$ cat src/msp_pkg.sv
// shared constants, types and helpers for the minblep saw/pulse oscillator
`default_nettype none

package msp_pkg;

    // sizes of the correction machinery
    localparam int RING_DEPTH      = 48;
    localparam int CORRECTION_TAPS = 47;
    localparam int OVERSAMPLE      = 32;
    localparam int TABLE_DEPTH     = 1505;

    // derived widths
    localparam int RING_AW  = $clog2(RING_DEPTH);
    localparam int TABLE_AW = $clog2(TABLE_DEPTH);
    localparam int TAP_CW   = $clog2(CORRECTION_TAPS);
    localparam int OS_SHIFT = $clog2(OVERSAMPLE);
    localparam int CT_W     = 16;
    localparam int DIV_CW   = $clog2(CT_W);
    localparam int K_W      = TABLE_AW + 1;

    // field widths
    localparam int INC_W    = 31;
    localparam int PHASE_W  = 32;
    localparam int SAMPLE_W = 32;
    localparam int WORD_W   = 24;

    // input item commands
    localparam logic CMD_TICK = 1'b0;
    localparam logic CMD_LOAD = 1'b1;

    // configuration register indexes
    localparam logic CFG_PHASE_INC = 1'b0;
    localparam logic CFG_WAVE_MODE = 1'b1;

    // reset values and fixed-point constants
    localparam logic [INC_W-1:0] INC_RESET = 31'd429496730;
    localparam logic signed [33:0] ONE_Q24 = 34'sd16777216;
    localparam logic signed [26:0] ONE_Q22 = 27'sd4194304;

    typedef enum logic [3:0] {
        S_IDLE,
        S_DIV,
        S_TAP_A,
        S_TAP_B,
        S_TAP_MUL,
        S_TAP_WR,
        S_OUT_RD,
        S_OUT_SUM,
        S_OUT_FIN
    } t_state;

    // controller to datapath
    typedef struct packed {
        logic tick;
        logic load;
        logic div_step;
        logic tap_a;
        logic tap_b;
        logic tap_mul;
        logic tap_wr;
        logic out_sum;
        logic out_load;
    } t_cmd;

    // datapath to controller
    typedef struct packed {
        logic wrap;
        logic div_last;
        logic tap_last;
        logic out_free;
    } t_status;

    // clamp to the signed 32-bit range
    function automatic logic signed [SAMPLE_W-1:0] sat32(input logic signed [33:0] v);
        logic signed [SAMPLE_W-1:0] r;
        if (v > 34'sh0_7FFF_FFFF) begin
            r = 32'sh7FFF_FFFF;
        end else if (v < -34'sh0_8000_0000) begin
            r = 32'sh8000_0000;
        end else begin
            r = v[SAMPLE_W-1:0];
        end
        return r;
    endfunction

endpackage

`default_nettype wire

$ cat src/msp_ctrl.sv
// sequencer for tick, division, correction taps and output
`default_nettype none

module msp_ctrl (
    input  wire logic             i_clk,
    input  wire logic             i_rst_n,
    input  wire logic             i_in_valid,
    input  wire logic             i_cmd,
    output logic                  o_in_ready,
    input  wire msp_pkg::t_status i_status,
    output msp_pkg::t_cmd         o_ctl
);

    msp_pkg::t_state r_state, n_state;

    // state register
    always_ff @(posedge i_clk) begin
        if (!i_rst_n) begin
            r_state <= msp_pkg::S_IDLE;
        end else begin
            r_state <= n_state;
        end
    end

    // next state and commands
    always_comb begin
        n_state    = r_state;
        o_ctl      = '0;
        o_in_ready = 1'b0;
        case (r_state)
            msp_pkg::S_IDLE: begin
                o_in_ready = 1'b1;
                if (i_in_valid) begin
                    if (i_cmd == msp_pkg::CMD_LOAD) begin
                        o_ctl.load = 1'b1;
                    end else begin
                        o_ctl.tick = 1'b1;
                        n_state = i_status.wrap ? msp_pkg::S_DIV : msp_pkg::S_OUT_RD;
                    end
                end
            end
            msp_pkg::S_DIV: begin
                o_ctl.div_step = 1'b1;
                if (i_status.div_last) begin
                    n_state = msp_pkg::S_TAP_A;
                end
            end
            msp_pkg::S_TAP_A: begin
                o_ctl.tap_a = 1'b1;
                n_state = msp_pkg::S_TAP_B;
            end
            msp_pkg::S_TAP_B: begin
                o_ctl.tap_b = 1'b1;
                n_state = msp_pkg::S_TAP_MUL;
            end
            msp_pkg::S_TAP_MUL: begin
                o_ctl.tap_mul = 1'b1;
                n_state = msp_pkg::S_TAP_WR;
            end
            msp_pkg::S_TAP_WR: begin
                o_ctl.tap_wr = 1'b1;
                n_state = i_status.tap_last ? msp_pkg::S_OUT_RD : msp_pkg::S_TAP_A;
            end
            msp_pkg::S_OUT_RD: begin
                n_state = msp_pkg::S_OUT_SUM;
            end
            msp_pkg::S_OUT_SUM: begin
                o_ctl.out_sum = 1'b1;
                n_state = msp_pkg::S_OUT_FIN;
            end
            msp_pkg::S_OUT_FIN: begin
                if (i_status.out_free) begin
                    o_ctl.out_load = 1'b1;
                    n_state = msp_pkg::S_IDLE;
                end
            end
            default: begin
                n_state = msp_pkg::S_IDLE;
            end
        endcase
    end

endmodule

`default_nettype wire

$ cat config.mk
export PLATFORM = sky130hd
export DESIGN_NAME = msp_ctrl
export DESIGN_NICKNAME = d
export VERILOG_FILES = /design/src/msp_pkg.sv /design/src/msp_ctrl.sv
export SDC_FILE = /design/constraint.sdc
export NUM_CORES = 1
export LEC_CHECK = 0
export ABC_CLOCK_PERIOD_IN_PS = 1500
export BUFFER_PORTS_ARGS = -buffer_cell sky130_fd_sc_hd__buf_4
export CORE_AREA = 2 2 39 41
export CTS_CLUSTER_DIAMETER = 30
export DETAILED_ROUTE_END_ITERATION = 10
export DIE_AREA = 0 0 41 43
export GPL_TIMING_DRIVEN = 0
export REMOVE_ABC_BUFFERS = 1
export SLEW_MARGIN = 40
export SYNTH_ARGS = -nofsm -noshare
export SYNTH_HDL_FRONTEND = slang
export SYNTH_SLANG_ARGS = --single-unit
$ cat constraint.sdc
create_clock -name i_clk -period 1.5 [get_ports i_clk]
set_input_delay 0.3 -clock i_clk [delete_from_list [all_inputs] [get_ports i_clk]]
set_output_delay 0.3 -clock i_clk [all_outputs]
set_load 0.02 [all_outputs]
---- Word-level counts from Yosys, hierarchy flattened ----
Cells that the tools add are included.
word-level totals
  output and inout port bits .............. 10
  bits of input ports ..................... 8
  flip-flop bits (word level) ............. 4
  logic and storage cells ................. 35
operators by class
  multiplexer cells ....................... 20
  reductions and logical operators ........ 2
  equal/unequal tests ..................... 12
operators with widths
  operator              number
  $pmux W4 S9           1
  $eq A4 B3 Y1 const B  4
  $mux W4               4
  $mux W1               11
  $eq A4 B2 Y1 const B  2
  $ne A2 B2 Y1 const B  4
  $mux W3               2
  $eq A4 B1 Y1 const B  1
  $eq A4 B4 Y1 const B  1
  $logic_not A4 Y1      1
  $mux W2               2
  $reduce_and A4 Y1     1

---- Logic depth before layout (Yosys ltp) ----
Gate-level depths: netlist of the first run.
  word-level depth ........................ 4
  mapped depth ............................ 4
  depth with buffers taken out ............ 3

---- Worst setup path after synthesis of the first run ----
No wires, ideal clock.
  kind .................................... register to output
  start point ............................. reg r_state[2]
  end point ............................... out o_ctl[7] (netlist bit)
  cell stages (with the launch flop) ...... 4
  required time ........................... 1200 ps
  buffers on the path ..................... 1
  arrival ................................. 1174 ps
  setup slack ............................. 26 ps
  cell sequence ........................... dfxtp_1 -> buf_6 -> nor4_4 -> and3_1
RTL lines
  item                    line            RTL
  from (decl)             msp_ctrl.sv:14  msp_pkg::t_state r_state, n_state;
  from (signal assigned)  msp_ctrl.sv:19  r_state <= msp_pkg::S_IDLE;
  from (signal assigned)  msp_ctrl.sv:21  r_state <= n_state;
  to (decl)               msp_ctrl.sv:11  output msp_pkg::t_cmd o_ctl

==> results.yml, run 1 <==
route:
  vias_per_cell: 4.813
  top_layer_used: "met3"
  wl_met3_um: 75
  via_count: 385
  drc: 0
  drt-initial-drc-count: 4
  ant_nets: 0
  met1_length_um: 365
  drt-total-wl_um: 877
  dr.pass1.iters: 2
  wire_per_inst_um: 10.96
  routed-wl-met2_um: 437
synth:
  netlist.area_leader.share_pct: 22.54
  ys_ff_latch: 4
  synth-edff-count: 0
  ys_async_sr_fraction_pct: 0
  synth_area_leaders: "dfxtp_1 23%, buf_6 9.5%, nand2b_1 7.0%, nor4_4 6.0%, nor3_1 5.6%"
  ys_seq_area_share_pct: 22.54
  syn_area_per_cell_um2: 8.667
  synth_common_cells: "4 x dfxtp_1, 4 x nand2b_1, 4 x nor3_1, 3 x buf_6, 3 x nor2_1"
  synth_top_area_cell: "dfxtp_1"
  ys_warn_count: 0
  synth_cell_types: 25
  synthCells: 41
  netlist_area_um2: 355.3
  synth_top_flop_cell: "dfxtp_1"
timing:
  finalClockSkew_ns: 0.001692
  rsz0062_at_grt: "true"
  tightest_slew_ns: 0.4153
  hold_slack_ns: 0.2873
  clock.fmax_mhz: 663.0
  final_hold_viol_count: 0
  fin_crit_sh_pct: 100.6
  relSlewSlack_pct: 71.60
  maxSlewViolCount: 0
  finalSetupViolCount: 1
  final.setup.worst_slack_ns: -0.008298
  fin_crit_ns: 1.508
worst_hold_path:
  worstHoldEndpoint: "r_state[3]$_SDFFE_PN0P_"
  hold_path.class: "input port to flop"
  hold_depth: 2
  hold_start: "i_rst_n"
global_route:
  antenna_found_initial: 0
  grt_overflow: 0
  grt_max_degree: 15
  grt_pass1_wl_um: 1317
  grt_pass1_vias: 336
  grt_use_total_pct: 10.93
clock_network:
  cts_tree: "yes"
  clockBufferDepth: 2
  ctsHoldBuffers: 0
  h-tree-depth: 1
  cts_root_buf: "clkbuf_4"
  clk_pin_slew_ns: 0.04
  cts_sinks: 4
  cts_made_buffers: 3
  insertion_delay_ns: 0.23
place:
  hpwlAfterDp_um: 611.9
  place_congestion: 0.6224
  port_buffers: 17
worst_setup_path:
  rr_startpoint: "r_state[1]$_SDFFE_PN0P_"
  r2r_slack_ns: 0.30
  cp.required_ns: 1.20
  reg2reg_to: "r_state[2]$_SDFFE_PN0P_"
  end_kind: "output port"
  reg2reg_depth: 4
  critPathMaxFanout: 6
  cp.arrival_ns: 1.21
  critPathLaunchType: "flop"
  path_class: "flop to output port"
final_layout:
  num-fill-cells: 145
  largestRegisters: "r_state: 4 flops"
  final_layout_size_suffix_gt1_share_pct: 53.13
  nNetsFinal: 74
  antenna_cells: 0
  multiInputGateArea_um2: 249.0
  largest_reg_flops: 4
  area_growth_pct: 60.56
  seqCellArea_um2: 95.09
  largest_register: "r_state"
floorplan:
  coreArea_um2: 1384
  fp.dieW_um: 41
  boundaryPins: 18
  initial_core_util_pct: 25.68
  rows: 14
  die_h_um: 43
  dieArea_um2: 1763
flow_run:
  maxCapViolations: 0
outcome:
  violations: "setup timing"
  run_status: "finished, violations left"
pwr:
  power_uw: 570.7
  p_per_area_nw_per_um2: 1000
  ir_worst_vdd_uv: 347.2
  leakagePower_nw: 0.2648
worst max-delay path by stage:
| stage | startpoint | end | slack [ns] | cells after the start |
|---|---|---|---|---|
| after floorplan | r_state[2]$_SDFFE_PN0P_ | o_ctl[3] | -0.04 | 2 |
| after global placement | r_state[2]$_SDFFE_PN0P_ | o_ctl[1] | 0.05 | 3 |
| after detailed placement | r_state[2]$_SDFFE_PN0P_ | o_ctl[1] | 0.04 | 3 |
| after CTS | r_state[3]$_SDFFE_PN0P_ | o_ctl[7] | -0.03 | 3 |
| after global routing | r_state[3]$_SDFFE_PN0P_ | o_ctl[7] | -0.06 | 3 |
| final | r_state[3]$_SDFFE_PN0P_ | o_ctl[7] | -0.008 | 3 |
cell families (layout without fill, tap and decap cells):
logic type | count (synthesis) | in the layout | synth area share, %
AO/OA/AOI/OAI | 9 | 9 | 19.72
buffers and inverters | 3 | 26 | 9.506
flip-flops | 4 | 4 | 22.54
AND/OR/NAND/NOR | 25 | 25 | 48.24
area by class of cell:
class,instances,area share (%)
Tap cell,16,3.509
Sequential cell,4,16.67
Clock buffer,3,3.947
Timing Repair Buffer,23,32.24
Multi-Input combinational cell,34,43.64
critical path, cell delays in order (launching register included):
cell and delay, ns:
dfxtp_4 0.36, nor4_4 0.30, and3_1 0.21, buf_6 0.12
power breakdown:
group | switching (mW) | total [mW] | internal, mW
combinational | 0.123 | 0.269 | 0.146
sequential | 0.0448 | 0.171 | 0.126
clock | 0.0407 | 0.130 | 0.0893
repair_timing:
action                                  CTS  global route
endpoints found under the setup margin    9             5
gates resized for setup                   9             4
pin swaps                                 3             1
endpoints found under the hold margin     0             0
setup buffers                             5             1
layer usage:
layer  up-vias  global-route usage [%]
li1        199                       -
met1       175                   13.14
met2        11                   16.56
met3         0                   3.141
met4         0                   6.000
met5         -                       0
layout by cell type (no fill, tap or decap), types with 2 or more instances in the layout:
cell and n:
nand2b_1 4, clkbuf_4 3, nor2_1 2, buf_4 20, o21a_1 2, dfxtp_4 4
nor2b_1 2, nor3_1 3, buf_6 3, and2_1 2
stage by stage:
step	TNS (ns)	area, um^2	setup WS [ns]	util [%]	std cells
floorplan	-0.03724	321.6	-0.03724	-	38
global placement	0	469.2	0.04579	33.91	71
detailed placement	0	469.2	0.03752	33.91	71
CTS	-0.02989	548.0	-0.02989	39.60	79
global route	-0.2190	570.5	-0.06332	41.23	80
finish	-0.008298	570.5	-0.008298	41.23	80
Power figures use the tool's default switching activity.
==> inputs of run 2 (changes only) <==
--- a/config.mk
+++ b/config.mk
@@ -13,6 +13,7 @@
 export DIE_AREA = 0 0 41 43
 export GPL_TIMING_DRIVEN = 0
 export REMOVE_ABC_BUFFERS = 1
+export SKIP_LAST_GASP = 1
 export SLEW_MARGIN = 40
 export SYNTH_ARGS = -nofsm -noshare
 export SYNTH_HDL_FRONTEND = slang
==> results.yml, run 2 (synthesis results as in run 1) <==
flow_run:
  maxCapViolations: 0
global_route:
  grt_max_degree: 15
  grt_pass1_vias: 336
  antenna_found_initial: 0
  grt_use_total_pct: 10.83
  grt_pass1_wl_um: 1311
  grt_overflow: 0
worst_setup_path:
  endpoint: "o_ctl[7]"
  reg2reg_to: "r_state[2]$_SDFFE_PN0P_"
  reg2reg_depth: 4
  path_delay_family: "simple AND/OR/NAND/NOR gates"
  rr_startpoint: "r_state[1]$_SDFFE_PN0P_"
  critPathMaxFanout: 6
  r2r_slack_ns: 0.30
  critPathLaunchType: "flop"
  critPathBufInv: 1
  end_kind: "output port"
  cp-startpoint: "r_state[3]$_SDFFE_PN0P_"
  crit_chain: "nor4_4 > and3_1 > buf_6"
  worst_path_max_delay_cell: "dfxtp_4"
  cp.arrival_ns: 1.21
  cp.required_ns: 1.20
  path_class: "flop to output port"
  max_stage_delay_ns: 0.36
  cp.depth: 3
pwr:
  p_per_area_nw_per_um2: 1021
  p_int_uw: 361.5
  p_comb_share_pct: 47.1
  power_frac_clock_pct: 22.9
  p_sw_share_pct: 36.42
  p_switching_uw: 207.1
  seq_power_share_pct: 30.0
  ir_worst_vdd_uv: 346.0
  leakagePower_nw: 0.2586
route:
  wire_per_inst_um: 10.59
  vias_per_cell: 4.848
  ant_nets: 0
  via_count: 383
  dr.pass1.iters: 2
  drt-initial-drc-count: 4
  drc: 0
  drt-total-wl_um: 837
worst_hold_path:
  hold_start: "i_rst_n"
  hold_path.class: "input port to flop"
floorplan:
  fp.dieW_um: 41
  die_h_um: 43
  coreArea_um2: 1384
  initial_core_util_pct: 25.68
  boundaryPins: 18
  rows: 14
  dieArea_um2: 1763
clock_network:
  cts_sinks: 4
  clockBufferDepth: 2
  cts_made_buffers: 3
  cts_tree: "yes"
  cts_root_buf: "clkbuf_4"
  clk_pin_slew_ns: 0.04
  h-tree-depth: 1
  insertion_delay_ns: 0.23
  ctsHoldBuffers: 0
final_layout:
  antenna_cells: 0
  layout_common_cells: "20 x buf_4, 4 x nand2b_1, 4 x dfxtp_4"
  largest_register: "r_state"
  final_layout_size_suffix_gt1_share_pct: 50.79
  largestRegisters: "r_state: 4 flops"
  final_cell_count_no_fill: 79
  nNetsFinal: 73
  area_growth_pct: 56.69
  postLayoutCoreUtil_pct: 40.24
  largest_reg_flops: 4
  final_common_cell: "buf_4"
timing:
  finalClockSkew_ns: 0.001692
  maxSlewViolCount: 0
  final.setup.worst_slack_ns: -0.008770
  rsz0062_at_grt: "true"
  relSlewSlack_pct: 71.60
  fin_crit_sh_pct: 100.6
  finalSetupViolCount: 1
  tightest_slew_ns: 0.4153
  fin_crit_ns: 1.509
  clock.fmax_mhz: 662.8
  final_hold_viol_count: 0
outcome:
  violations: "setup timing"
  run_status: "finished, violations left"
place:
  dp_slack_ns: 0.03752
  place_inst: 71
  hpwlAfterDp_um: 611.9
  place_congestion: 0.6224
  port_buffers: 17
[run 2: cell types whose count changed in the layout (fill, tap and decap cells not counted), sizes merged]
cell and delta:
buf -1
[run 2: repair_timing]
item,in CTS,in global routing
setup endpoints to repair,9,8
setup buffers,5,0
cloned,0,0
gates resized for setup,8,3
pin swaps,3,0
[run 2: metal layers]
layer / wire length (um) / up-vias / share of wire [%] / track usage [%]
met3: 75 / 0 / 9.0 / 3.141
met1: 354 / 174 / 42 / 13.14
li1: - / 198 / - / -
met5: 0 / - / 0 / 0
met2: 406 / 11 / 49 / 16.25
met4: 0 / 0 / 0 / 6.000
[run 2: cell type report]
class / instances / area, um^2
clock buffers: 3 / 22.52
multi-input cells: 34 / 246.5
fillers: 146 / 827.0
well taps: 16 / 20.02
repair buffers: 22 / 172.7
flip-flops and latches: 4 / 95.09
[run 2: worst reg2reg max path, cell delays in order (launching register included)]
cell	delay [ns]
dfxtp_4	0.36
buf_4	0.16
or3_1	0.33
o21ai_1	0.08
o221a_1	0.20
[run 2: through the flow]
| step | hold slack (ns) | setup TNS [ns] | power, mW | cell area [um^2] |
|---|---|---|---|---|
| 3_5_place_dp | 0.5225 | 0 | 0.4017 | 469.2 |
| 3_3_place_gp | 0.5239 | 0 | 0.4005 | 469.2 |
| 4_1_cts | 0.2762 | -0.03057 | 0.5682 | 545.5 |
| 5_1_grt | 0.2761 | -0.1973 | 0.6151 | 556.8 |
| 2_1_floorplan | 0.4178 | -0.03724 | 0.3103 | 321.6 |
| 6_report | 0.2873 | -0.008770 | 0.5686 | 556.8 |
[run 2: how the worst min path moves through the flow]
stage                                   end  slack [ns]  cells past startpoint
floorplan           r_state[3]$_SDFFE_PN0P_        0.42                      1
global placement    r_state[3]$_SDFFE_PN0P_        0.52                      2
detailed placement  r_state[3]$_SDFFE_PN0P_        0.52                      2
CTS                 r_state[3]$_SDFFE_PN0P_        0.28                      2
global route        r_state[3]$_SDFFE_PN0P_        0.28                      2
finish              r_state[3]$_SDFFE_PN0P_        0.29                      2
[run 2: power groups by stage]
stage	logic (mW)	registers (mW)	clock network [mW]
3_3_place_gp	0.224	0.177	0
2_1_floorplan	0.146	0.164	0
3_5_place_dp	0.227	0.175	0
6_report	0.268	0.171	0.130
5_1_grt	0.290	0.177	0.148
4_1_cts	0.264	0.166	0.139
==> inputs of run 3 (changes only) <==
--- a/config.mk
+++ b/config.mk
@@ -8,7 +8,8 @@
 export ABC_CLOCK_PERIOD_IN_PS = 1500
 export BUFFER_PORTS_ARGS = -buffer_cell sky130_fd_sc_hd__buf_4
 export CORE_AREA = 2 2 39 41
-export CTS_CLUSTER_DIAMETER = 30
+export CTS_BUF_LIST = sky130_fd_sc_hd__clkbuf_8
+export CTS_CLUSTER_DIAMETER = 150
 export DETAILED_ROUTE_END_ITERATION = 10
 export DIE_AREA = 0 0 41 43
 export GPL_TIMING_DRIVEN = 0
==> results.yml, run 3 (synthesis results as in run 1) <==
outcome:
  run_status: "finished, final reports clean"
worst_setup_path:
  cp.arrival_ns: 1.19
  critPathLaunchType: "flop"
  end_kind: "output port"
  path_class: "flop to output port"
  cp.required_ns: 1.20
  cp-startpoint: "r_state[3]$_SDFFE_PN0P_"
  critPathMaxFanout: 6
  rr_startpoint: "r_state[1]$_SDFFE_PN0P_"
global_route:
  grt_max_degree: 15
  grt_use_total_pct: 11.13
  grt_pass1_wl_um: 1324
  grt_overflow: 0
  grt_pass1_vias: 331
  antenna_found_initial: 0
worst_hold_path:
  hold_path.class: "input port to flop"
  hold_start: "i_rst_n"
pwr:
  power_frac_clock_pct: 33.8
  p_per_area_nw_per_um2: 1149
  p_int_uw: 440.8
  p_sw_share_pct: 32.91
  ir_worst_vdd_uv: 436.0
  p_comb_share_pct: 40.3
  leakagePower_nw: 0.2655
  power_uw: 657.0
  p_switching_uw: 216.2
  seq_power_share_pct: 25.9
clock_network:
  cts_root_buf: "clkbuf_8"
  clk_pin_slew_ns: 0.03
  cts_sinks: 4
  insertion_delay_ns: 0.21
  ctsHoldBuffers: 0
  clockBufferDepth: 2
  cts_made_buffers: 3
  cts_tree: "yes"
  h-tree-depth: 1
route:
  drc: 0
  wl_met3_um: 90
  top_layer_used: "met4"
  vias_per_cell: 4.810
  met1_length_um: 348
  via_count: 380
  routed-wl-met2_um: 381
  drt-total-wl_um: 835
  drt-initial-drc-count: 2
  dr.pass1.iters: 3
  wire_per_inst_um: 10.57
  ant_nets: 0
place:
  port_buffers: 17
  hpwlAfterDp_um: 611.9
  place_congestion: 0.6224
  place_inst: 71
timing:
  finalClockSkew_ns: 0.001391
  clock.fmax_mhz: 671.7
  fin_crit_ns: 1.489
  maxSlewViolCount: 0
  tightest_slew_ns: 0.4155
  fin_crit_sh_pct: 99.25
  relSlewSlack_pct: 71.58
  final_hold_viol_count: 0
  finalSetupViolCount: 0
  rsz0062_at_grt: "true"
final_layout:
  final_cell_count_no_fill: 79
  largest_register: "r_state"
  area_growth_pct: 60.92
  antenna_cells: 0
  largest_reg_flops: 4
  nNetsFinal: 73
  final_common_cell: "buf_4"
  largestRegisters: "r_state: 4 flops"
  layout_common_cells: "21 x buf_4, 4 x nand2b_1, 4 x dfxtp_4"
  final_layout_size_suffix_gt1_share_pct: 50.79
floorplan:
  dieArea_um2: 1763
  initial_core_util_pct: 25.68
  die_h_um: 43
  coreArea_um2: 1384
  fp.dieW_um: 41
  boundaryPins: 18
  rows: 14
flow_run:
  maxCapViolations: 0
-- run 3: stage by stage --
step                util, %    TNS, ns  worst slack, ns  hold slack (ns)  instance area (um^2)
floorplan                 -   -0.03724         -0.03724           0.4178                 321.6
global placement      33.91          0          0.04579           0.5239                 469.2
detailed placement    33.91          0          0.03752           0.5225                 469.2
CTS                   40.78  -0.005232        -0.005232           0.2993                 564.3
global route          41.32    -0.1032         -0.03875           0.2990                 571.8
finish                41.32          0          0.01123           0.3026                 571.8
-- run 3: routing by layer --
| metal | GRT usage (%) | vias up |
|---|---|---|
| met3 | 4.712 | 2 |
| li1 | - | 196 |
| met2 | 15.94 | 14 |
| met4 | 6.000 | 0 |
| met1 | 13.46 | 168 |
| met5 | 0 | - |
-- run 3: layout make-up --
type / count / area, um^2
Clock buffer: 3 / 41.29
Sequential cell: 4 / 95.09
Fill cell: 141 / 812.0
Timing Repair Buffer: 22 / 168.9
Tap cell: 16 / 20.02
Multi-Input combinational cell: 34 / 246.5
-- run 3: timing repair --
action	CTS	global route
pin swaps	2	0
setup endpoints to repair	9	7
resized for setup	8	2
setup buffers	5	0
-- run 3: path summary, 6_finish.rpt --
check,to,cells after the start,slack (ns)
worst min-delay path,r_state[3]$_SDFFE_PN0P_,2,0.30
worst max-delay path,o_ctl[7],3,0.01
worst max register to register,r_state[2]$_SDFFE_PN0P_,4,0.31
worst min register to register,r_state[1]$_SDFFE_PN0P_,2,0.59
-- run 3: critical path: stages, from the launching register on --
cell and delay (ns):
dfxtp_4 0.35, nor4_4 0.30, and3_1 0.21, buf_6 0.12
-- run 3: power groups by stage --
stage	clock [mW]	combinational, mW	sequential [mW]
6_report	0.222	0.265	0.170
5_1_grt	0.239	0.288	0.177
4_1_cts	0.228	0.263	0.166
3_5_place_dp	0	0.227	0.175
3_3_place_gp	0	0.224	0.177
2_1_floorplan	0	0.146	0.164
